File: config.mk
export PLATFORM = sky130hd
export DESIGN_NAME = shortest_queue_dispatch_fifos
export DESIGN_NICKNAME = d
export VERILOG_FILES = /design/src/rtl/sqd_pkg.sv /design/src/rtl/sqd_select.sv /design/src/rtl/sqd_ptr_ram.sv /design/src/rtl/sqd_byte_ram.sv /design/src/rtl/shortest_queue_dispatch_fifos.sv
export SDC_FILE = /design/constraint.sdc
export NUM_CORES = 2
export LEC_CHECK = 0
export BUFFER_PORTS_ARGS = -buffer_cell sky130_fd_sc_hd__buf_4
export CAP_MARGIN = 10
export CORE_UTILIZATION = 45
export DETAILED_ROUTE_END_ITERATION = 12
export HOLD_SLACK_MARGIN = 0.15
export SYNTH_ARGS = -nofsm -noshare
export SYNTH_HDL_FRONTEND = slang
export SYNTH_SLANG_ARGS = --single-unit
File: constraint.sdc
create_clock -name clk -period 12.4 [get_ports clk]
set_clock_uncertainty 0.1 [all_clocks]
set_input_delay 3.1 -clock clk [delete_from_list [all_inputs] [get_ports clk]]
set_output_delay 3.1 -clock clk [all_outputs]
set_load 0.03 [all_outputs]
File: src/rtl/sqd_pkg.sv
// Shared field widths, codes and types for the shortest-queue dispatch block.
`timescale 1ns / 1ps
package sqd_pkg;

	localparam int BYTE_W   = 8;
	localparam int INDEX_W  = 3;
	localparam int STATUS_W = 2;
	localparam int ACTIVE_W = 4;

	localparam logic [ACTIVE_W-1:0] ACTIVE_RESET = 4'd8;

	localparam logic CMD_ENQ = 1'b0;
	localparam logic CMD_DEQ = 1'b1;

	typedef enum logic [STATUS_W-1:0] {
		ST_DONE  = 2'd0,
		ST_FULL  = 2'd1,
		ST_EMPTY = 2'd2
	} status_t;

endpackage

File: src/rtl/sqd_select.sv
// Compare tree that picks the shortest or longest enabled queue, lowest index on a tie.
`timescale 1ns / 1ps
module sqd_select #(
	parameter int NUM_QUEUES = 8,
	parameter int CW = 6,
	parameter int QW = 3
) (
	input  logic [NUM_QUEUES-1:0][CW-1:0] counts,
	input  logic [NUM_QUEUES-1:0]         enable,
	input  logic                          longest,
	output logic [QW-1:0]                 best_index,
	output logic [CW-1:0]                 best_count
);
	localparam int LV = (NUM_QUEUES > 1) ? $clog2(NUM_QUEUES) : 1;
	localparam int NL = 2 ** LV;

	logic [CW-1:0] val [LV+1][NL];
	logic [QW-1:0] idx [LV+1][NL];
	logic          ok  [LV+1][NL];

	always_comb begin
		logic take_right;
		for (int l = 0; l <= LV; l++) begin
			for (int i = 0; i < NL; i++) begin
				val[l][i] = '0;
				idx[l][i] = '0;
				ok[l][i]  = 1'b0;
			end
		end
		for (int i = 0; i < NUM_QUEUES; i++) begin
			val[0][i] = counts[i];
			idx[0][i] = QW'(i);
			ok[0][i]  = enable[i];
		end
		for (int l = 0; l < LV; l++) begin
			for (int j = 0; j < (NL >> (l + 1)); j++) begin
				take_right = ok[l][2*j+1] && (!ok[l][2*j] ||
					(longest ? (val[l][2*j+1] > val[l][2*j])
					         : (val[l][2*j+1] < val[l][2*j])));
				val[l+1][j] = take_right ? val[l][2*j+1] : val[l][2*j];
				idx[l+1][j] = take_right ? idx[l][2*j+1] : idx[l][2*j];
				ok[l+1][j]  = ok[l][2*j] | ok[l][2*j+1];
			end
		end
	end

	assign best_index = idx[LV][0];
	assign best_count = val[LV][0];

endmodule

File: src/rtl/sqd_ptr_ram.sv
// Head and tail pointer memory, one entry per queue, reading as zero until first written.
`timescale 1ns / 1ps
module sqd_ptr_ram #(
	parameter int NUM_QUEUES = 8,
	parameter int PW = 5,
	parameter int QW = 3
) (
	input  logic          clk,
	input  logic          arst_n,
	input  logic          rd_en,
	input  logic [QW-1:0] rd_addr,
	output logic [PW-1:0] rd_head,
	output logic [PW-1:0] rd_tail,
	input  logic          wr_en,
	input  logic [QW-1:0] wr_addr,
	input  logic [PW-1:0] wr_head,
	input  logic [PW-1:0] wr_tail
);
	logic [2*PW-1:0]       mem [NUM_QUEUES];
	logic [NUM_QUEUES-1:0] written_q;
	logic [2*PW-1:0]       rd_data_q;
	logic                  rd_written_q;

	always_ff @(posedge clk) begin
		if (wr_en) begin
			mem[wr_addr] <= {wr_head, wr_tail};
		end
		if (rd_en) begin
			rd_data_q <= mem[rd_addr];
		end
	end

	always_ff @(posedge clk or negedge arst_n) begin
		if (!arst_n) begin
			written_q    <= '0;
			rd_written_q <= 1'b0;
		end else begin
			if (wr_en) begin
				written_q[wr_addr] <= 1'b1;
			end
			if (rd_en) begin
				rd_written_q <= written_q[rd_addr];
			end
		end
	end

	assign rd_head = rd_written_q ? rd_data_q[2*PW-1:PW] : '0;
	assign rd_tail = rd_written_q ? rd_data_q[PW-1:0]    : '0;

endmodule

File: src/rtl/sqd_byte_ram.sv
// Byte storage shared by all queues, one write and one registered read port.
`timescale 1ns / 1ps
module sqd_byte_ram
	import sqd_pkg::*;
#(
	parameter int ENTRIES = 256,
	parameter int AW = 8
) (
	input  logic              clk,
	input  logic              wr_en,
	input  logic [AW-1:0]     wr_addr,
	input  logic [BYTE_W-1:0] wr_data,
	input  logic              rd_en,
	input  logic [AW-1:0]     rd_addr,
	output logic [BYTE_W-1:0] rd_data
);
	logic [BYTE_W-1:0] mem [ENTRIES];
	logic [BYTE_W-1:0] rd_data_q;

	always_ff @(posedge clk) begin
		if (wr_en) begin
			mem[wr_addr] <= wr_data;
		end
		if (rd_en) begin
			rd_data_q <= mem[rd_addr];
		end
	end

	assign rd_data = rd_data_q;

endmodule

File: src/rtl/shortest_queue_dispatch_fifos.sv
// Top level of the shortest-queue dispatch block over a bank of byte queues.
// Items arrive on the s_axis channel: tuser selects enqueue (0) or dequeue (1),
// tdata carries the byte to enqueue. An enqueue goes to the active queue with
// the fewest entries, a dequeue takes from the one with the most, lowest index
// on a tie. Every item gives one result on m_axis: queue index, status
// (done, full or empty) and the byte removed on a successful dequeue.
// The cfg channel sets how many queues take part; it is always ready and
// should only be written while no item is in flight.
// An item is accepted in one cycle, its pointers are read from the pointer
// memory and updated in the next, and its result then waits in the done state
// until the output register is free to take it. A new item is accepted only
// while idle or as the previous result enters the output register.
// Reset empties every queue and restores all active queues; no clearing pass
// is needed. While the receiver stalls, one result waits in the output
// register and the next item is carried through until its own result is due.
`timescale 1ns / 1ps
module shortest_queue_dispatch_fifos
	import sqd_pkg::*;
#(
	parameter int NUM_QUEUES  = 8,
	parameter int QUEUE_DEPTH = 32
) (
	input  logic                clk,
	input  logic                arst_n,
	input  logic                s_axis_tvalid,
	output logic                s_axis_tready,
	input  logic [7:0]          s_axis_tdata,  // data_in
	input  logic [0:0]          s_axis_tuser,  // cmd
	output logic                m_axis_tvalid,
	input  logic                m_axis_tready,
	output logic [15:0]         m_axis_tdata,  // queue_index, status, data_out
	input  logic                cfg_valid,
	output logic                cfg_ready,
	input  logic [ACTIVE_W-1:0] cfg_data       // active_queues
);
	localparam int QW = (NUM_QUEUES > 1) ? $clog2(NUM_QUEUES) : 1;
	localparam int PW = $clog2(QUEUE_DEPTH);
	localparam int CW = $clog2(QUEUE_DEPTH + 1);
	localparam int ENTRIES = NUM_QUEUES * QUEUE_DEPTH;
	localparam int AW = $clog2(ENTRIES);
	localparam int OUT_PAD = 16 - INDEX_W - STATUS_W - BYTE_W;

	typedef enum logic [1:0] {
		S_IDLE,
		S_ACCESS,
		S_DONE
	} state_t;

	state_t                        state_q;
	logic [ACTIVE_W-1:0]           active_q;
	logic [NUM_QUEUES-1:0][CW-1:0] count_q;
	logic [NUM_QUEUES-1:0]         enable;

	logic          cmd_s1;
	logic [7:0]    data_s1;
	logic [QW-1:0] q_s1;
	logic          fail_s1;

	logic [QW-1:0] q_s2;
	status_t       status_s2;
	logic          deq_ok_s2;

	logic [QW-1:0] sel_index;
	logic [CW-1:0] sel_count;
	logic          take;
	logic          out_free;
	logic          sel_fail;

	logic [PW-1:0] rd_head;
	logic [PW-1:0] rd_tail;
	logic [PW-1:0] next_head;
	logic [PW-1:0] next_tail;
	logic          access_go;
	logic          enq_go;
	logic          deq_go;
	logic [AW-1:0] byte_addr;
	logic [7:0]    byte_rd;
	logic [7:0]    result_byte;

	always_comb begin
		for (int i = 0; i < NUM_QUEUES; i++) begin
			enable[i] = (i == 0) || (32'(i) < 32'(active_q));
		end
	end

	sqd_select #(
		.NUM_QUEUES(NUM_QUEUES),
		.CW(CW),
		.QW(QW)
	) u_select (
		.counts(count_q),
		.enable(enable),
		.longest(s_axis_tuser[0] == CMD_DEQ),
		.best_index(sel_index),
		.best_count(sel_count)
	);

	assign out_free      = !m_axis_tvalid || m_axis_tready;
	assign s_axis_tready = (state_q == S_IDLE) || ((state_q == S_DONE) && out_free);
	assign take          = s_axis_tvalid && s_axis_tready;
	assign cfg_ready     = 1'b1;
	assign sel_fail      = (s_axis_tuser[0] == CMD_DEQ) ? (sel_count == '0)
	                                                    : (sel_count >= CW'(QUEUE_DEPTH));

	assign access_go = (state_q == S_ACCESS) && !fail_s1;
	assign enq_go    = access_go && (cmd_s1 == CMD_ENQ);
	assign deq_go    = access_go && (cmd_s1 == CMD_DEQ);
	assign next_head = deq_go ? ((rd_head == PW'(QUEUE_DEPTH - 1)) ? '0 : rd_head + 1'b1)
	                          : rd_head;
	assign next_tail = enq_go ? ((rd_tail == PW'(QUEUE_DEPTH - 1)) ? '0 : rd_tail + 1'b1)
	                          : rd_tail;
	assign byte_addr = AW'(AW'(q_s1) * AW'(QUEUE_DEPTH)
	                       + AW'(cmd_s1 == CMD_DEQ ? rd_head : rd_tail));

	sqd_ptr_ram #(
		.NUM_QUEUES(NUM_QUEUES),
		.PW(PW),
		.QW(QW)
	) u_ptr_ram (
		.clk(clk),
		.arst_n(arst_n),
		.rd_en(take),
		.rd_addr(sel_index),
		.rd_head(rd_head),
		.rd_tail(rd_tail),
		.wr_en(access_go),
		.wr_addr(q_s1),
		.wr_head(next_head),
		.wr_tail(next_tail)
	);

	sqd_byte_ram #(
		.ENTRIES(ENTRIES),
		.AW(AW)
	) u_byte_ram (
		.clk(clk),
		.wr_en(enq_go),
		.wr_addr(byte_addr),
		.wr_data(data_s1),
		.rd_en(deq_go),
		.rd_addr(byte_addr),
		.rd_data(byte_rd)
	);

	assign result_byte = deq_ok_s2 ? byte_rd : '0;

	always_ff @(posedge clk) begin
		if (take) begin
			cmd_s1  <= s_axis_tuser[0];
			data_s1 <= s_axis_tdata;
			q_s1    <= sel_index;
			fail_s1 <= sel_fail;
		end
		if (state_q == S_ACCESS) begin
			q_s2      <= q_s1;
			deq_ok_s2 <= deq_go;
			if (!fail_s1) begin
				status_s2 <= ST_DONE;
			end else if (cmd_s1 == CMD_DEQ) begin
				status_s2 <= ST_EMPTY;
			end else begin
				status_s2 <= ST_FULL;
			end
		end
	end

	always_ff @(posedge clk or negedge arst_n) begin
		if (!arst_n) begin
			state_q       <= S_IDLE;
			active_q      <= ACTIVE_RESET;
			count_q       <= '0;
			m_axis_tvalid <= 1'b0;
			m_axis_tdata  <= '0;
		end else begin
			if (cfg_valid && cfg_ready) begin
				active_q <= cfg_data;
			end
			if ((state_q == S_DONE) && out_free) begin
				m_axis_tvalid <= 1'b1;
			end else if (m_axis_tready) begin
				m_axis_tvalid <= 1'b0;
			end
			unique case (state_q)
				S_IDLE: begin
					if (take) begin
						state_q <= S_ACCESS;
					end
				end
				S_ACCESS: begin
					if (enq_go) begin
						count_q[q_s1] <= count_q[q_s1] + 1'b1;
					end else if (deq_go) begin
						count_q[q_s1] <= count_q[q_s1] - 1'b1;
					end
					state_q <= S_DONE;
				end
				S_DONE: begin
					if (out_free) begin
						m_axis_tdata  <= {{OUT_PAD{1'b0}}, result_byte, status_s2,
						                  INDEX_W'(q_s2)};
						state_q       <= take ? S_ACCESS : S_IDLE;
					end
				end
				default: begin
					state_q <= S_IDLE;
				end
			endcase
		end
	end

endmodule

==> run_results.csv <==
group,metric,value,unit
route,dr.pass1.iters,6,
logic_synthesis,synth-main-ff-cell,"edfxtp_1",
cells_and_area,area_delta_synth_final,11.1,%
status,status,"finished, final reports clean",
clock_tree,clock_tree.root_cell,"clkbuf_16",
clock_tree,cts_buffer_depth,3,
sta,fmax,0.101,GHz
floorplan,die_w,440,um
route,drt-wirelength-per-cell,28.8,um
worst_hold_path,hp-start,"u_ptr_ram.written_q[5]$_DFFE_PN0P_",
floorplan,die_y,440,um
route,drcViolationCount,0,
global_route,grt_pass1_vias,47300,
clock_tree,path_clk_slew,0.06,ns
placement,portBuffers,32,
logic_synthesis,synth-seq-area-share,77.5,%
logic_synthesis,synth_top_area_share,75.3,%
floorplan,rows,160,
setup_path,rr_endpoint,"u_ptr_ram.rd_data_q[9]$_DFFE_PP_",
global_route,track_usage,23.4,%
setup_path,rrSetupSlack,3.82,ns
setup_path,critPathCaptureType,"register",
cells_and_area,fill_cells,15500,
sta,setup_viol,0,
logic_synthesis,synthCells,5272,
clock_tree,clock_sinks,2242,
placement,hpwl,129000,um
cells_and_area,design_area,95900,um2
logic_synthesis,yosysTopAreaCell,"edfxtp_1",
floorplan,die_area,194000,um2
pwr,cellPowerDensity,227,nW/um2
sta,worstMarginPinSlew,1.24,ns
setup_path,path_max_fanout,22,
sta,period_minus_slack,9.90,ns
setup_path,reg2reg_from,"count_q[17]$_DFFE_PN0P_",
clock_tree,post_cts_resized,0,
logic_synthesis,synthArstFlopShare,3.43,%
clock_tree,cts_tree,"done",
sta,fin_crit_sh,79.8,%
setup_path,worstPathRequired,12.91,ns
global_route,grt_max_degree,204,
setup_path,path_cells,"buf_4, or3_1, a31oi_1, mux2i_1, inv_1, ha_1, nand2_1, a211o_1, a21oi_1, mux2i_1, and2_1, mux2_2, ha_1, and4_1, a221oi_1, mux2i_1, nand2_1, inv_1, o211ai_1, nand2_1, buf_4, mux2i_1, mux2_2",
pwr,leakage,29.7,nW
route,drt_iter0_markers,5671,
worst_hold_path,hold_path.class,"reg -> reg",
route,vias,48800,
clock_tree,htreeDepth,4,
floorplan,design.core.area,190000,um2
global_route,grt-ovfl-total,0,
placement,placed_area,88900,um2
route,ant_nets,0,
clock_tree,postCtsHoldBufs,0,
cells_and_area,drive_gt1_share,9.86,%
sta,setup-tns-final,0,ns
setup_path,cpPeakStageDelay,0.86,ns
cells_and_area,layout.nets,5323,
setup_path,path_common_cell,"mux2i_1",
global_route,antenna_found_initial,7,
pwr,ir_drop,0.213,mV
route,vias_per_cell,6.14,
placement,gp_congestion,0.843,
global_route,grt_pass1_wl,332000,um
placement,dp_cells,7549,
logic_synthesis,synthMostInstantiatedCell,"edfxtp_1",
logic_synthesis,postSynthAreaPerCell,16.4,um2
logic_synthesis,synth_edf_count,2165,
clock_tree,cts_inserted_buffers,217,
sta,hold_viol,0,
flow_run,cap_violations,0,
sta,max-slew-margin-rel,17.3,%
cells_and_area,stdcell_count,7949,
setup_path,arrival,10.40,ns
clock_tree,clkLatencyLatePin,0.87,ns
logic_synthesis,ys_types,69,
setup_path,crit_start,"s_axis_tuser",
setup_path,crit_path_top_delay_cell,"a31oi_1",
setup_path,critPathKind,"in -> reg",
floorplan,initial_core_util,45.3,%
logic_synthesis,yosys_register_bits,2242,
route,routed_wl,229000,um
floorplan,io-pin-count,37,
logic_synthesis,netlist_area,86300,um2
clock_tree,cts_setup_buffers,0,
sta,rsz0062_at_grt,"false",
logic_synthesis,synth_common_cells,"edfxtp_1 (2165), a22oi_1 (1023), a21oi_1 (538)",
worst_hold_path,min_path_cells,1,
logic_synthesis,synthTopCellsByArea,"edfxtp_1 (75%), a22oi_1 (8.9%), a21oi_1 (3.1%)",
worst_hold_path,hold_end,"u_ptr_ram.written_q[5]$_DFFE_PN0P_",
setup_path,crit_path_start_kind,"input pin",
logic_synthesis,yosysWarningCount,0,
sta,slew_viol_final,0,
setup_path,reg2reg_depth,26,
## final cells by class
cell class              count  area, um2  area share (%)
diodes                      1       2.50         0.00261
clock buffers             270       5670            5.91
clock inverters           129       1310            1.37
inverters                  62        233           0.243
multi-input cells        2602      17400            18.2
flip-flops and latches   2242      66900            69.8
well taps                2511       3140            3.28
repair buffers            132       1180            1.23
## critical path: cells and delay by family
family,cells,cell delay [ns]
mux,6,1.94
compound gates,5,2.07
buf+inv,4,1.09
simple gates,6,1.58
fa+ha+maj,2,0.60
## worst max-delay path by stage
stage | slack (ns) | depth (start not counted) | to
after floorplan | 3.42 | 24 | u_ptr_ram.rd_data_q[1]$_DFFE_PP_
after CTS | 2.50 | 23 | u_ptr_ram.rd_data_q[8]$_DFFE_PP_
final | 2.50 | 23 | u_ptr_ram.rd_data_q[9]$_DFFE_PP_
after detailed placement | 1.59 | 23 | u_ptr_ram.rd_data_q[3]$_DFFE_PP_
after global routing | 1.97 | 24 | u_ptr_ram.rd_data_q[4]$_DFFE_PP_
after global placement | 1.62 | 23 | u_ptr_ram.rd_data_q[9]$_DFFE_PP_
## power breakdown
part | total (mW) | internal (mW) | switching, mW
sequential | 8.74 | 8.60 | 0.146
clock | 6.52 | 3.67 | 2.85
combinational | 6.53 | 2.18 | 4.35
total | 21.8 | 14.4 | 7.35
## cell families (layout without fill, tap and decap cells)
logic type      after synthesis  in the layout  synth area share, %
compound gates             1700           1700                 13.1
simple gates                675            675                 3.62
buf+inv                     430            593                 2.46
mux                         168            168                 2.46
fa+ha+maj                    48             48                0.696
flops                      2242           2242                 77.5
xor+xnor                      7              7               0.0710
other cells                   2              5              0.00870
## cells in the final DEF (no fill, tap or decap), types with 5 or more instances in the layout
cell type  synthesis  layout
buf_4             18     117
a21o_1            10      10
bufinv_16          0      20
a21oi_1          538     536
buf_12             0      15
and2_1            14      14
ha_1              48      48
clkinv_1           0      54
or3_1              6       5
nand2b_1          20      20
nor2b_1            7       7
clkinv_2           0      35
a22oi_1         1023    1023
o21ai_0           57      57
nand2_1          134     128
o32ai_1            5       5
inv_1             61      61
xnor2_1            5       5
dfrtp_1           76      76
edfxtp_1        2165    2165
nor4_1           121     121
nor2_1           298     297
a221oi_1           9       9
mux2_2            40      40
clkbuf_16          0     218
nand3_2            0      12
mux2i_1           96      96
mux4_2            31      31
nor3_1            10       8
nand3_1           34      22
or2_2              5       5
o22ai_1            7       7
o211ai_1           7       7
clkbuf_1         121      50
or4_1              7       7
## stage by stage
stage	util (%)	total power [mW]	worst slack (ns)	hold WS (ns)
2_1_floorplan	-	13.2	3.42	0.321
3_3_place_gp	46.7	15.3	1.62	0.354
3_5_place_dp	46.7	15.4	1.59	0.354
4_1_cts	50.4	21.9	2.50	0.373
5_1_grt	50.4	22.6	1.97	0.393
6_report	50.4	21.8	2.50	0.374
## flip-flops by register name, indices dropped and copies added (netlist names), 2 cells and up, named ones only
name / count
data_s1: 8
q_s1: 3
u_ptr_ram.written_q: 8
status_s2: 2
state_q: 2
count_q: 40
u_ptr_ram.rd_data_q: 10
u_ptr_ram.mem: 80
u_byte_ram.mem: 2048
active_q: 4
q_s2: 3
m_axis_tdata: 13
u_byte_ram.rd_data: 8
## per-layer routing
| layer | global-route usage [%] | vias up | part of all wire [%] |
|---|---|---|---|
| li1 | - | 21300 | - |
| met1 | 33.3 | 25000 | 42 |
| met2 | 37.0 | 2082 | 47 |
| met3 | 4.23 | 352 | 8.3 |
| met4 | 6.77 | 2 | 2.7 |
| met5 | 0 | - | 0.0057 |
No activity file was read; power rests on OpenSTA's default activity.
